**config.mk**
```make
export PLATFORM = sky130hd
export DESIGN_NAME = rgcc_conv
export DESIGN_NICKNAME = d
export VERILOG_FILES = /design/src/hw/rtl/rgcc_pkg.sv /design/src/hw/rtl/rgcc_conv.sv
export SDC_FILE = /design/constraint.sdc
export NUM_CORES = 1
export LEC_CHECK = 0
export BUFFER_PORTS_ARGS = -buffer_cell sky130_fd_sc_hd__buf_4
export CORE_UTILIZATION = 38
export DETAILED_ROUTE_END_ITERATION = 12
export PLACE_DENSITY = 0.66
export REMOVE_ABC_BUFFERS = 1
export SYNTH_ARGS = -nofsm -noshare
export SYNTH_HDL_FRONTEND = slang
export SYNTH_SLANG_ARGS = --single-unit
```
**constraint.sdc**
```tcl
create_clock -name clk -period 7.3 [get_ports clk]
set_clock_uncertainty 0.05 [all_clocks]
set_input_delay 0.365 -clock clk [delete_from_list [all_inputs] [get_ports clk]]
set_output_delay 0.365 -clock clk [all_outputs]
set_load 0.1 [all_outputs]
```
**src/hw/rtl/rgcc_pkg.sv**
```systemverilog
`default_nettype none

package rgcc_pkg;

    localparam int PIX_W   = 16;
    localparam int GRAY_W  = 8;
    localparam int COORD_W = 10;
    localparam int SUM_W   = 13;
    localparam int COEF_W  = 5;
    localparam int KSEL_W  = 3;
    localparam int IWID_W  = 11;
    localparam int CFG_IDX_W  = 1;
    localparam int CFG_DATA_W = 11;
    localparam int NUM_TAPS   = 9;
    localparam int NUM_KERNELS = 6;

    localparam logic [CFG_IDX_W-1:0] CFG_IMAGE_WIDTH   = 1'd0;
    localparam logic [CFG_IDX_W-1:0] CFG_KERNEL_SELECT = 1'd1;

    localparam logic [KSEL_W-1:0] KSEL_IDENTITY = 3'd0;
    localparam logic [KSEL_W-1:0] KSEL_SOBEL_V  = 3'd1;
    localparam logic [KSEL_W-1:0] KSEL_SOBEL_H  = 3'd2;
    localparam logic [KSEL_W-1:0] KSEL_EDGES    = 3'd3;
    localparam logic [KSEL_W-1:0] KSEL_SHARPEN  = 3'd4;
    localparam logic [KSEL_W-1:0] KSEL_CROSS    = 3'd5;

    localparam logic [10:0] IMAGE_WIDTH_RESET = 11'd320;

    // divide by 3 as (x * 683) >> 11, exact for x below 2048
    localparam logic [10:0] GRAY_RECIP = 11'd683;
    localparam int          GRAY_SHIFT = 11;

    localparam logic [GRAY_W-1:0] CLAMP_MAX = 8'd255;

    localparam logic signed [COEF_W-1:0] KERNEL_TAB [NUM_KERNELS][NUM_TAPS] = '{
        '{ 5'sd0,  5'sd0,  5'sd0,  5'sd0,  5'sd1,  5'sd0,  5'sd0,  5'sd0,  5'sd0},
        '{ 5'sd1,  5'sd0, -5'sd1,  5'sd2,  5'sd0, -5'sd2,  5'sd1,  5'sd0, -5'sd1},
        '{ 5'sd1,  5'sd2,  5'sd1,  5'sd0,  5'sd0,  5'sd0, -5'sd1, -5'sd2, -5'sd1},
        '{-5'sd1, -5'sd1, -5'sd1, -5'sd1,  5'sd8, -5'sd1, -5'sd1, -5'sd1, -5'sd1},
        '{ 5'sd0, -5'sd1,  5'sd0, -5'sd1,  5'sd5, -5'sd1,  5'sd0, -5'sd1,  5'sd0},
        '{-5'sd1,  5'sd1, -5'sd1,  5'sd1,  5'sd0,  5'sd1, -5'sd1,  5'sd1, -5'sd1}
    };

    typedef struct packed {
        logic [GRAY_W-1:0] upper;
        logic [GRAY_W-1:0] middle;
        logic [GRAY_W-1:0] gray;
    } column_t;

    typedef struct packed {
        logic               valid;
        logic [COORD_W-1:0] out_col;
        logic [COORD_W-1:0] out_row;
    } stage_ctrl_t;

    // coefficient times tap with shifts and adds only
    function automatic logic signed [SUM_W-1:0] tap_term(
        input logic signed [COEF_W-1:0] c,
        input logic [GRAY_W-1:0]        v
    );
        logic signed [SUM_W-1:0] sv;
        logic signed [SUM_W-1:0] r;
        sv = $signed({{(SUM_W-GRAY_W){1'b0}}, v});
        case (c)
            5'sd1:   r = sv;
            -5'sd1:  r = -sv;
            5'sd2:   r = sv <<< 1;
            -5'sd2:  r = -(sv <<< 1);
            5'sd5:   r = (sv <<< 2) + sv;
            5'sd8:   r = sv <<< 3;
            default: r = '0;
        endcase
        return r;
    endfunction

endpackage

`default_nettype wire

```
**src/hw/rtl/rgcc_conv.sv**
```systemverilog
`default_nettype none

module rgcc_conv (
    input  wire logic                          clk,
    input  wire logic                          rst_n,
    input  wire logic                          adv,
    input  wire logic                          shift,
    input  wire rgcc_pkg::column_t             column,
    input  wire rgcc_pkg::stage_ctrl_t         ctrl_in,
    input  wire logic [rgcc_pkg::KSEL_W-1:0]   kernel_select,
    output rgcc_pkg::stage_ctrl_t              ctrl_out,
    output logic [rgcc_pkg::GRAY_W-1:0]        value
);

    logic [rgcc_pkg::GRAY_W-1:0]        taps_reg [rgcc_pkg::NUM_TAPS];
    logic signed [rgcc_pkg::SUM_W-1:0]  rsum_reg [3];
    logic signed [rgcc_pkg::SUM_W-1:0]  rsum_next [3];
    rgcc_pkg::stage_ctrl_t              s2_reg;
    rgcc_pkg::stage_ctrl_t              s3_reg;
    logic [rgcc_pkg::KSEL_W-1:0]        ksel;
    logic signed [rgcc_pkg::SUM_W-1:0]  total;

    always_ff @(posedge clk)
    begin
        if (adv && shift)
        begin
            taps_reg[0] <= taps_reg[1];
            taps_reg[1] <= taps_reg[2];
            taps_reg[2] <= column.upper;
            taps_reg[3] <= taps_reg[4];
            taps_reg[4] <= taps_reg[5];
            taps_reg[5] <= column.middle;
            taps_reg[6] <= taps_reg[7];
            taps_reg[7] <= taps_reg[8];
            taps_reg[8] <= column.gray;
        end
    end

    assign ksel = (kernel_select > rgcc_pkg::KSEL_CROSS) ? rgcc_pkg::KSEL_IDENTITY
                                                         : kernel_select;

    always_comb
    begin
        for (int r = 0; r < 3; r++)
        begin
            rsum_next[r] = rgcc_pkg::tap_term(rgcc_pkg::KERNEL_TAB[ksel][3*r],   taps_reg[3*r])
                         + rgcc_pkg::tap_term(rgcc_pkg::KERNEL_TAB[ksel][3*r+1], taps_reg[3*r+1])
                         + rgcc_pkg::tap_term(rgcc_pkg::KERNEL_TAB[ksel][3*r+2], taps_reg[3*r+2]);
        end
    end

    always_ff @(posedge clk)
    begin
        if (adv)
        begin
            for (int r = 0; r < 3; r++)
            begin
                rsum_reg[r] <= rsum_next[r];
            end
        end
    end

    always_ff @(posedge clk or negedge rst_n)
    begin
        if (!rst_n)
        begin
            s2_reg <= '0;
            s3_reg <= '0;
        end
        else if (adv)
        begin
            s2_reg <= ctrl_in;
            s3_reg <= s2_reg;
        end
    end

    assign total = rsum_reg[0] + rsum_reg[1] + rsum_reg[2];

    always_comb
    begin
        if (total < 0)
        begin
            value = '0;
        end
        else if (total > $signed({{(rgcc_pkg::SUM_W-rgcc_pkg::GRAY_W){1'b0}},
                                  rgcc_pkg::CLAMP_MAX}))
        begin
            value = rgcc_pkg::CLAMP_MAX;
        end
        else
        begin
            value = total[rgcc_pkg::GRAY_W-1:0];
        end
    end

    assign ctrl_out = s3_reg;

endmodule

`default_nettype wire

```
=== After elaboration in Yosys (flattened, before gate mapping) ===
Memory sizes are Yosys's and may differ from the RTL's.
Index checks and enable logic that the tools add are counted.

* Logic and storage cells: 122
* Register bits: 42
* Memories: 3
* Memory bits (read-only): 360
* Memory bits (writable): 111

* Bitwise logic cells: 1
* Equality and inequality tests: 54
* $add $sub $neg: 35
* $lt $le $gt $ge: 4
* Reduce and logical (&&, ||, !) cells: 1
* Multiplexer cells: 18

{| class="wikitable"
|+ Memory list
! name !! depth !! bits a word !! read ports !! clocked after memory_dff !! write ports !! RTL line !! source
|-
| (name not given) || 8 || 45 || 1 || 0 || 0 || rgcc_conv.sv:48 || <nowiki>+ rgcc_pkg::tap_term(rgcc_pkg::KERNEL_TAB[ksel][3*r+2], taps_reg[3*r+2]);</nowiki>
|-
| taps_reg || 9 || 8 || 9 || 0 || 9 || rgcc_conv.sv:15 || <nowiki>logic [rgcc_pkg::GRAY_W-1:0] taps_reg [rgcc_pkg::NUM_TAPS];</nowiki>
|-
| rsum_reg || 3 || 13 || 3 || 0 || 3 || rgcc_conv.sv:16 || <nowiki>logic signed [rgcc_pkg::SUM_W-1:0] rsum_reg [3];</nowiki>
|}

{| class="wikitable"
|+ Operators by type and width
! kind !! number
|-
| case mux 13 bit (6 select lines) || 9
|-
| negator 8 -> 13 bit || 9
|-
| negator 9 -> 13 bit || 9
|-
| adder 13 bit || 8
|-
| adder 10 x 8 -> 11 bit || 9
|-
| == test 5 bit (second input constant) || 18
|-
| 2-to-1 mux 45 bit || 2
|-
| == test 5 x 1 -> 1 bit (second input constant) || 9
|-
| == test 5 x 2 -> 1 bit (second input constant) || 9
|-
| == test 5 x 3 -> 1 bit (second input constant) || 9
|-
| == test 5 x 4 -> 1 bit (second input constant) || 9
|-
| 2-to-1 mux 8 bit || 2
|-
| > comparator 13 x 9 -> 1 bit (second input constant) || 1
|-
| less-than comparator 13 x 1 -> 1 bit (second input constant) || 1
|-
| >= comparator 4 bit (second input constant) || 1
|-
| 2-to-1 mux 1 bit || 4
|-
| inverter 3 -> 4 bit || 1
|-
| > comparator 3 bit (second input constant) || 1
|-
| 2-to-1 mux 3 bit || 1
|-
| logical AND 1 bit || 1
|}

=== Logic depth before layout (Yosys ltp) ===
Gate-level depths: netlist (run 1).

* Word-level depth: 10
* Gate-level depth with buffers: 21
* Mapped depth without buffers: 18

=== Worst setup path before layout (run 1) ===
No wires, ideal clock.

* Path kind: register to output
* Start: memory rsum_reg[0][1] (netlist name)
* End: output port value[0] (netlist name)
* Stages on the path, launching flop included: 11
* Arrival: 4238 ps
* Setup slack: 2647 ps
* Path through: edfxtp_1 > fa_1 > ha_1 > inv_1 > fa_1 > nor2b_1 > o31a_1 > o21ai_0 > a21o_1 > a221o_1 > a31oi_1

{| class="wikitable"
|+ RTL lines
! element !! RTL line !! source
|-
| from (decl) || rgcc_conv.sv:16 ||
|-
| to (decl) || rgcc_conv.sv:12 || <nowiki>output logic [rgcc_pkg::GRAY_W-1:0] value</nowiki>
|}

==> results of run 1 <==
-- layer usage --
| metal | GRT usage | vias up | share of wire |
|---|---|---|---|
| met2 | 0.2717 | 259 | 0.46 |
| met4 | 0.05551 | 0 | 0.018 |
| met5 | 0 | - | 0 |
| met3 | 0.04002 | 27 | 0.071 |
| li1 | - | 3924 | - |
| met1 | 0.2253 | 3733 | 0.45 |
-- logic make-up (layout without fill, tap and decap cells) --
family / after synthesis / count (layout) / share of synthesized area
compound gates: 245 / 245 / 0.1491
xor+xnor: 64 / 64 / 0.05165
fa+ha+maj: 113 / 113 / 0.1663
buf+inv: 139 / 231 / 0.04866
flops: 153 / 153 / 0.4040
mux: 47 / 47 / 0.04820
other cells: 0 / 1 / 0
simple gates: 293 / 293 / 0.1321
-- final cells by class --
class	count	area, um^2
fill	2672	15460
multi-input combinational	762	5942
sequential	153	4384
timing repair buffer	84	633.1
clock buffer	22	508.0
tap	378	473.0
inverter	115	431.7
clock inverter	10	102.6
antenna	1	2.502
-- through the flow --
step                hold slack (ns)    util  cells  instance area, um^2  setup WS, ns
global route                0.04085  0.4467   1525                12480         2.157
floorplan                   0.01941       -   1030                10760         2.647
global placement             0.3243  0.4243   1491                11850         2.181
detailed placement           0.3214  0.4243   1491                11850         2.029
finish                      0.06468  0.4467   1525                12480         2.455
CTS                         0.03882  0.4466   1524                12470         2.494
-- worst min path at each step --
stage	to	slack (ns)	cells after the start
floorplan	ctrl_out[0]$_DFFE_PN0P_	0.02	0
global placement	s2_reg[15]$_DFFE_PN0P_	0.32	1
detailed placement	s2_reg[4]$_DFFE_PN0P_	0.32	1
CTS	taps_reg[0][65]$_DFFE_PP_	0.04	1
global route	taps_reg[0][65]$_DFFE_PP_	0.04	1
finish	taps_reg[0][65]$_DFFE_PP_	0.06	1
-- power by group through the flow --
| stage | Sequential [W] | Clock, W | Combinational, W |
|---|---|---|---|
| final | 0.00115 | 0.000902 | 0.00256 |
| after global routing | 0.00116 | 0.000956 | 0.00276 |
| after CTS | 0.00115 | 0.000923 | 0.00257 |
| after detailed placement | 0.00117 | 0 | 0.00256 |
| after global placement | 0.00117 | 0 | 0.00253 |
| after floorplan | 0.00127 | 0 | 0.00193 |
-- layout by cell type, fill, tap and decap left out, types with 42 or more instances in the layout --
master / instances
inv_1: 114
a21oi_1: 64
xnor2_1: 44
edfxtp_1: 111
dfrtp_1: 42
o21ai_0: 61
buf_4: 83
nor2_1: 86
mux2_2: 42
fa_1: 52
nand2_1: 78
ha_1: 61
-- what timing repair did --
action	CTS	global route
endpoints found under the hold margin	42	0
setup endpoints to repair	0	0
hold buffers	1	0
-- worst reg2reg max path, delay by kind of cell (launching register included) --
kind / cells / cell delay (ns)
compound gates: 7 / 1.16
simple gates: 4 / 1.00
xor+xnor: 1 / 0.11
buf+inv: 2 / 0.18
flops: 1 / 0.46
fa+ha+maj: 3 / 1.11
==> impl_metrics.prom, run 1 <==
# TYPE chip_impl_metric gauge
chip_impl_metric{name="slew-limit-headroom",unit=""} 0.2139
chip_impl_metric{name="worst-path-max-fanout",unit=""} 30
chip_impl_metric{name="timing_hold_violations_final",unit=""} 0
chip_impl_metric{name="avgRoutedWirePerCell",unit="um"} 15.70
chip_impl_info{name="crit_start",value="kernel_select[0]"} 1
chip_impl_info{name="worst_min_delay_path_category",value="in2reg"} 1
chip_impl_metric{name="post-cts-setup-buffer-count",unit=""} 0
chip_impl_metric{name="power.share.combinational",unit=""} 0.555
chip_impl_metric{name="core_region_area",unit="um^2"} 27930
chip_impl_info{name="synthDominantAreaCellType",value="edfxtp_1"} 1
chip_impl_metric{name="gp_routability_congestion",unit=""} 0.8944
chip_impl_info{name="critical_path_class",value="in2reg"} 1
chip_impl_metric{name="netSwitchingPower",unit="W"} 0.002252
chip_impl_metric{name="number_of_flip_flops_in_the_largest_register",unit=""} 72
chip_impl_metric{name="timing.fmax",unit="MHz"} 206.4
chip_impl_metric{name="number_of_global_route_vias_before_repair",unit=""} 7530
chip_impl_metric{name="max_stage_delay",unit="ns"} 0.97
chip_impl_metric{name="initial_antenna_violation_count",unit=""} 1
chip_impl_metric{name="syn-cell-area",unit="um^2"} 10850
chip_impl_metric{name="drtIter0Drc",unit=""} 547
chip_impl_metric{name="layout_worst_path_cycle_share",unit=""} 0.6637
chip_impl_metric{name="synthesis.instances",unit=""} 1054
chip_impl_metric{name="ctsHtreeMaxLevel",unit=""} 4
chip_impl_metric{name="ys_types",unit=""} 70
chip_impl_metric{name="asyncSetResetFlopFracSynth",unit=""} 0.2745
chip_impl_info{name="synth.most_common_cell",value="inv_1"} 1
chip_impl_metric{name="synth_edf_count",unit=""} 111
chip_impl_metric{name="drtAntennaViolNets",unit=""} 0
chip_impl_metric{name="yosys_register_bits",unit=""} 153
chip_impl_metric{name="number_of_nets_at_the_end_of_the_flow",unit=""} 1298
chip_impl_metric{name="cellPowerDensity",unit="nW/um^2"} 369.7
chip_impl_metric{name="cts-buffers-inserted",unit=""} 17
chip_impl_metric{name="p_sw_frac",unit=""} 0.4881
chip_impl_info{name="endpoint",value="rsum_reg[0][38]$_DFFE_PP_"} 1
chip_impl_metric{name="synthToLayoutAreaGrowth",unit="%"} 14.98
chip_impl_metric{name="floorplan.rows",unit=""} 61
chip_impl_metric{name="tns",unit="ns"} 0
chip_impl_metric{name="grt_first_pass_wirelength",unit="um"} 38650
chip_impl_metric{name="max_slew_vio_count",unit=""} 0
chip_impl_metric{name="synth_top_area_share",unit=""} 0.3072
chip_impl_info{name="synth_top_cells_by_area",value="edfxtp_1, dfrtp_1, fa_1, ha_1, mux2_2"} 1
chip_impl_metric{name="avgViaCountPerCell",unit=""} 5.209
chip_impl_metric{name="grt_start_max_net_pins",unit=""} 83
chip_impl_metric{name="initial_util",unit=""} 0.3885
chip_impl_metric{name="detailedRoute.firstPassIterationCount",unit=""} 7
chip_impl_metric{name="post_route_cells_drive_above_1_share",unit=""} 0.1510
chip_impl_metric{name="cts_resized",unit=""} 0
chip_impl_info{name="worst_hold_startpoint",value="column[1]"} 1
chip_impl_info{name="synth_top_flop_cell",value="edfxtp_1"} 1
chip_impl_metric{name="cap_viol_max_count",unit=""} 0
chip_impl_metric{name="cp.depth",unit=""} 15
chip_impl_info{name="setup_repair_after_global_routing_missed_its_margin",value="false"} 1
chip_impl_metric{name="drcViolationCount",unit=""} 0
chip_impl_metric{name="pin_count",unit=""} 81
chip_impl_info{name="worstSetupEndpointType",value="flop"} 1
chip_impl_info{name="status",value="finished, final reports clean"} 1
chip_impl_metric{name="power.clock.fraction",unit=""} 0.195
chip_impl_metric{name="track_usage",unit=""} 0.1696
chip_impl_metric{name="path_buf_inv",unit=""} 3
chip_impl_metric{name="ys_warns",unit=""} 0
chip_impl_metric{name="tightestPinTransition",unit="ns"} 1.179
chip_impl_metric{name="drt_wl_total",unit="um"} 23950
chip_impl_metric{name="ys_seq_area_frac",unit=""} 0.4040
chip_impl_info{name="startpoint_type",value="input pin"} 1
chip_impl_metric{name="worstRegToRegCells",unit=""} 17
chip_impl_info{name="clockRootBuffer",value="clkbuf_16"} 1
chip_impl_info{name="clock_tree_from_tritoncts",value="yes"} 1
chip_impl_info{name="critical_path.slowest_cell",value="ha_1"} 1
chip_impl_metric{name="leakagePower",unit="nW"} 5.176
chip_impl_metric{name="reg_clk_slew_reported_paths",unit="ns"} 0.06
chip_impl_info{name="synth_top_cells_by_count",value="inv_1, edfxtp_1, nor2_1, nand2_1, a21oi_1"} 1
chip_impl_metric{name="numPortBuffers",unit=""} 80
chip_impl_metric{name="dpl.hpwl",unit="um"} 18550
chip_impl_metric{name="fin_crit",unit="ns"} 4.845
chip_impl_info{name="worst_r2r_startpoint",value="taps_reg[0][56]$_DFFE_PP_"} 1
chip_impl_metric{name="worstSkewPairLatency",unit="ns"} 0.42
chip_impl_metric{name="num_vias",unit=""} 7943
chip_impl_metric{name="critical_path_arrival",unit="ns"} 4.95
chip_impl_metric{name="design.die.area",unit="um^2"} 29240
chip_impl_info{name="timing.rr.end",value="rsum_reg[0][38]$_DFFE_PP_"} 1
chip_impl_metric{name="internal_power",unit="W"} 0.002362
chip_impl_metric{name="clkSinkCount",unit=""} 153
chip_impl_metric{name="report.final.setup_viol",unit=""} 0
chip_impl_metric{name="postSynthAreaPerCell",unit="um^2"} 10.30
chip_impl_metric{name="fin_total_pwr",unit="W"} 0.004613
chip_impl_info{name="timing.critical_path.max_delay_family",value="adder cells"} 1
chip_impl_metric{name="power.ir.vdd_worst",unit="mV"} 0.4513
chip_impl_metric{name="cts.path.max_buffers",unit=""} 2
chip_impl_metric{name="timing.reg2reg.setup_slack",unit="ns"} 2.96
chip_impl_metric{name="grt-ovfl-total",unit=""} 0
chip_impl_metric{name="floorplan.die.height",unit="um"} 171.0
chip_impl_metric{name="die-width",unit="um"} 171.0
chip_impl_metric{name="seqPwrFrac",unit=""} 0.249
chip_impl_metric{name="critical_path_required",unit="ns"} 7.41
chip_impl_info{name="cp_cell_sequence",value="buf_4 -> nand2_1 -> inv_1 -> ha_1 -> a222oi_1 -> or2_2 -> fa_1 -> inv_1 -> ha_1 -> a21oi_1 -> a2bb2oi_1 -> a21oi_1 -> a311o_1 -> o31ai_1 -> xnor2_1"} 1
(Power assumes the default switching activity.)
==> run 2, diff against run 1 <==
Settings changed: PLACE_DENSITY 0.66 to 0.68.
Clock period 7.3 ns to 4.4 ns, I/O delays scaled along.
==> run 2 against run 1 <==
Against the previous run:
- worst setup slack got worse by 2.2 ns
- utilization increased by 2.4 points
- routed wire length increased by 7.8%
- cell count increased by 5.1%
- global-route usage increased by 1.4 points
- clock power increased by 56%
- critical path depth decreased by 2
- register-to-register slack got worse by 2.7 ns
- combinational power increased by 70%
- critical path type is now reg2reg
==> impl_metrics.prom, run 2 (synthesis gave the netlist of run 1 again) <==
# TYPE chip_impl_metric gauge
chip_impl_info{name="layout.cells.most_common_list",value="buf_4, inv_1, edfxtp_1"} 1
chip_impl_info{name="worst_min_delay_path_category",value="in2async"} 1
chip_impl_metric{name="timing_hold_violations_final",unit=""} 0
chip_impl_metric{name="leakagePower",unit="nW"} 5.521
chip_impl_metric{name="numPortBuffers",unit=""} 80
chip_impl_metric{name="drcViolationCount",unit=""} 0
chip_impl_metric{name="worstSkewPairLatency",unit="ns"} 0.43
chip_impl_metric{name="fin_crit",unit="ns"} 4.149
chip_impl_metric{name="dp_slack",unit="ns"} 0.06714
chip_impl_metric{name="post_route_cells_drive_above_1_share",unit=""} 0.1682
chip_impl_metric{name="cts.path.max_buffers",unit=""} 2
chip_impl_metric{name="avgViaCountPerCell",unit=""} 5.162
chip_impl_metric{name="fin_cells",unit=""} 1603
chip_impl_metric{name="clkSinkCount",unit=""} 153
chip_impl_metric{name="ctsHtreeMaxLevel",unit=""} 4
chip_impl_metric{name="synthToLayoutAreaGrowth",unit="%"} 21.23
chip_impl_info{name="worstSetupEndpointType",value="flop"} 1
chip_impl_metric{name="internal_power",unit="W"} 0.003905
chip_impl_metric{name="initial_util",unit=""} 0.3885
chip_impl_metric{name="tightestPinTransition",unit="ns"} 1.035
chip_impl_metric{name="power.clock.fraction",unit=""} 0.184
chip_impl_metric{name="drtIter0Drc",unit=""} 544
chip_impl_metric{name="number_of_global_route_vias_before_repair",unit=""} 8115
chip_impl_metric{name="avgRoutedWirePerCell",unit="um"} 16.10
chip_impl_metric{name="pin_count",unit=""} 81
chip_impl_metric{name="timing.fmax",unit="MHz"} 241.0
chip_impl_metric{name="p_sw_frac",unit=""} 0.4905
chip_impl_metric{name="drt_wl_total",unit="um"} 25810
chip_impl_info{name="clockRootBuffer",value="clkbuf_16"} 1
chip_impl_metric{name="design.die.area",unit="um^2"} 29240
chip_impl_info{name="status",value="finished, final reports clean"} 1
chip_impl_metric{name="filler_cell_count",unit=""} 2604
chip_impl_info{name="setup_repair_after_global_routing_missed_its_margin",value="false"} 1
chip_impl_metric{name="dpl.hpwl",unit="um"} 19510
chip_impl_metric{name="final.hold.worst_slack",unit="ns"} 0.2889
chip_impl_metric{name="grt-ovfl-total",unit=""} 0
chip_impl_metric{name="count_of_antenna_diodes_in_the_layout",unit=""} 0
chip_impl_metric{name="reg_clk_slew_reported_paths",unit="ns"} 0.07
chip_impl_metric{name="drtAntennaViolNets",unit=""} 0
chip_impl_metric{name="detailedRoute.firstPassIterationCount",unit=""} 7
chip_impl_info{name="startpoint_type",value="flop"} 1
chip_impl_metric{name="core_region_area",unit="um^2"} 27930
chip_impl_metric{name="netSwitchingPower",unit="W"} 0.003759
chip_impl_metric{name="initial_antenna_violation_count",unit=""} 0
chip_impl_info{name="layout.cells.most_common",value="buf_4"} 1
chip_impl_metric{name="worst-path-max-fanout",unit=""} 6
chip_impl_info{name="clock_tree_from_tritoncts",value="yes"} 1
chip_impl_metric{name="critical_path_required",unit="ns"} 4.52
chip_impl_metric{name="cap_viol_max_count",unit=""} 0
chip_impl_metric{name="slew-limit-headroom",unit=""} 0.3097
chip_impl_metric{name="seqPwrFrac",unit=""} 0.249
chip_impl_metric{name="number_of_nets_at_the_end_of_the_flow",unit=""} 1377
chip_impl_metric{name="floorplan.die.height",unit="um"} 171.0
chip_impl_metric{name="critical_path_arrival",unit="ns"} 4.26
chip_impl_metric{name="power.ir.vdd_worst",unit="mV"} 1.130
chip_impl_metric{name="cts-buffers-inserted",unit=""} 17
chip_impl_metric{name="grt_start_max_net_pins",unit=""} 82
chip_impl_info{name="critical_path_class",value="reg2reg"} 1
chip_impl_metric{name="report.final.setup_viol",unit=""} 0
chip_impl_metric{name="floorplan.rows",unit=""} 61
chip_impl_metric{name="die-width",unit="um"} 171.0
chip_impl_metric{name="gp_routability_congestion",unit=""} 0.9389
chip_impl_metric{name="grt_first_pass_wirelength",unit="um"} 41460
chip_impl_metric{name="track_usage",unit=""} 0.1833
chip_impl_metric{name="finalWorstSetupSlack",unit="ns"} 0.2512
chip_impl_metric{name="placed_cells_incl_taps",unit=""} 1523
chip_impl_metric{name="cellPowerDensity",unit="nW/um^2"} 582.6
chip_impl_metric{name="layout_worst_path_cycle_share",unit=""} 0.9429
chip_impl_metric{name="max_slew_vio_count",unit=""} 0
chip_impl_metric{name="number_of_flip_flops_in_the_largest_register",unit=""} 72
chip_impl_metric{name="power.share.combinational",unit=""} 0.567
chip_impl_metric{name="num_vias",unit=""} 8274
[run 2: repair_timing]
action / 4_1_cts / 5_1_grt
endpoints found under the hold margin: 87 / 0
setup buffers: 0 / 2
hold buffers: 46 / 0
resized for setup: 0 / 1
endpoints found under the setup margin: 0 / 1
[run 2: through the flow]
| step | total power [W] | cell area [um^2] | util | TNS (ns) |
|---|---|---|---|---|
| 3_3_place_gp | 0.006167 | 12110 | 0.4334 | 0 |
| 3_5_place_dp | 0.006229 | 12110 | 0.4334 | 0 |
| 5_1_grt | 0.008103 | 13160 | 0.4709 | 0 |
| 6_report | 0.007665 | 13160 | 0.4709 | 0 |
| 2_1_floorplan | 0.004902 | 10760 | - | -0.4317 |
| 4_1_cts | 0.007700 | 13140 | 0.4703 | 0 |
[run 2: power groups by stage]
stage	registers, W	logic, W	clock network (W)
floorplan	0.00210	0.00280	0
finish	0.00191	0.00434	0.00141
global placement	0.00193	0.00424	0
detailed placement	0.00194	0.00429	0
CTS	0.00191	0.00434	0.00144
global route	0.00193	0.00468	0.00150
[run 2: worst paths after layout]
check	start	end	slack (ns)	cells after the start
max	taps_reg[0][10]$_DFFE_PP_	rsum_reg[0][12]$_DFFE_PP_	0.25	13
min	rst_n	ctrl_out[16]$_DFFE_PN0P_	0.29	2
max reg2reg	taps_reg[0][10]$_DFFE_PP_	rsum_reg[0][12]$_DFFE_PP_	0.25	13
min reg2reg	taps_reg[0][20]$_DFFE_PP_	taps_reg[0][12]$_DFFE_PP_	0.45	0
max in group asynchronous	rst_n	s2_reg[17]$_DFFE_PN0P_	3.63	2
min in group clk	taps_reg[0][20]$_DFFE_PP_	taps_reg[0][12]$_DFFE_PP_	0.45	0
[run 2: area by class of cell]
class / instances / area [um^2] / share of cell area
Tap cell: 378 / 473.0 / 0.03595
Clock inverter: 7 / 55.05 / 0.004185
Sequential cell: 153 / 4384 / 0.3333
Multi-Input combinational cell: 762 / 5943 / 0.4518
Timing Repair Buffer: 163 / 1351 / 0.1027
Clock buffer: 25 / 516.7 / 0.03928
Inverter: 115 / 431.7 / 0.03281
[run 2: metal layers]
layer	wire length, um	share of wire	GRT usage	vias up
met5	0	0	0	-
met4	325	0.013	0.05512	0
met3	1550	0.060	0.03909	19
met2	12290	0.48	0.3068	225
met1	11640	0.45	0.2370	3955
li1	-	-	-	4075
[run 2: worst max-delay path: stages (launching register included)]
cell and delay [ns]:
edfxtp_1 0.48, or3_1 0.42, or3_1 0.37, or3_1 0.39
nor3b_1 0.17, a221oi_1 0.42, fa_1 0.28, inv_1 0.05
ha_1 0.32, and2_1 0.17, o21ai_0 0.14, o31ai_1 0.13
o41ai_1 0.37, xnor2_1 0.12
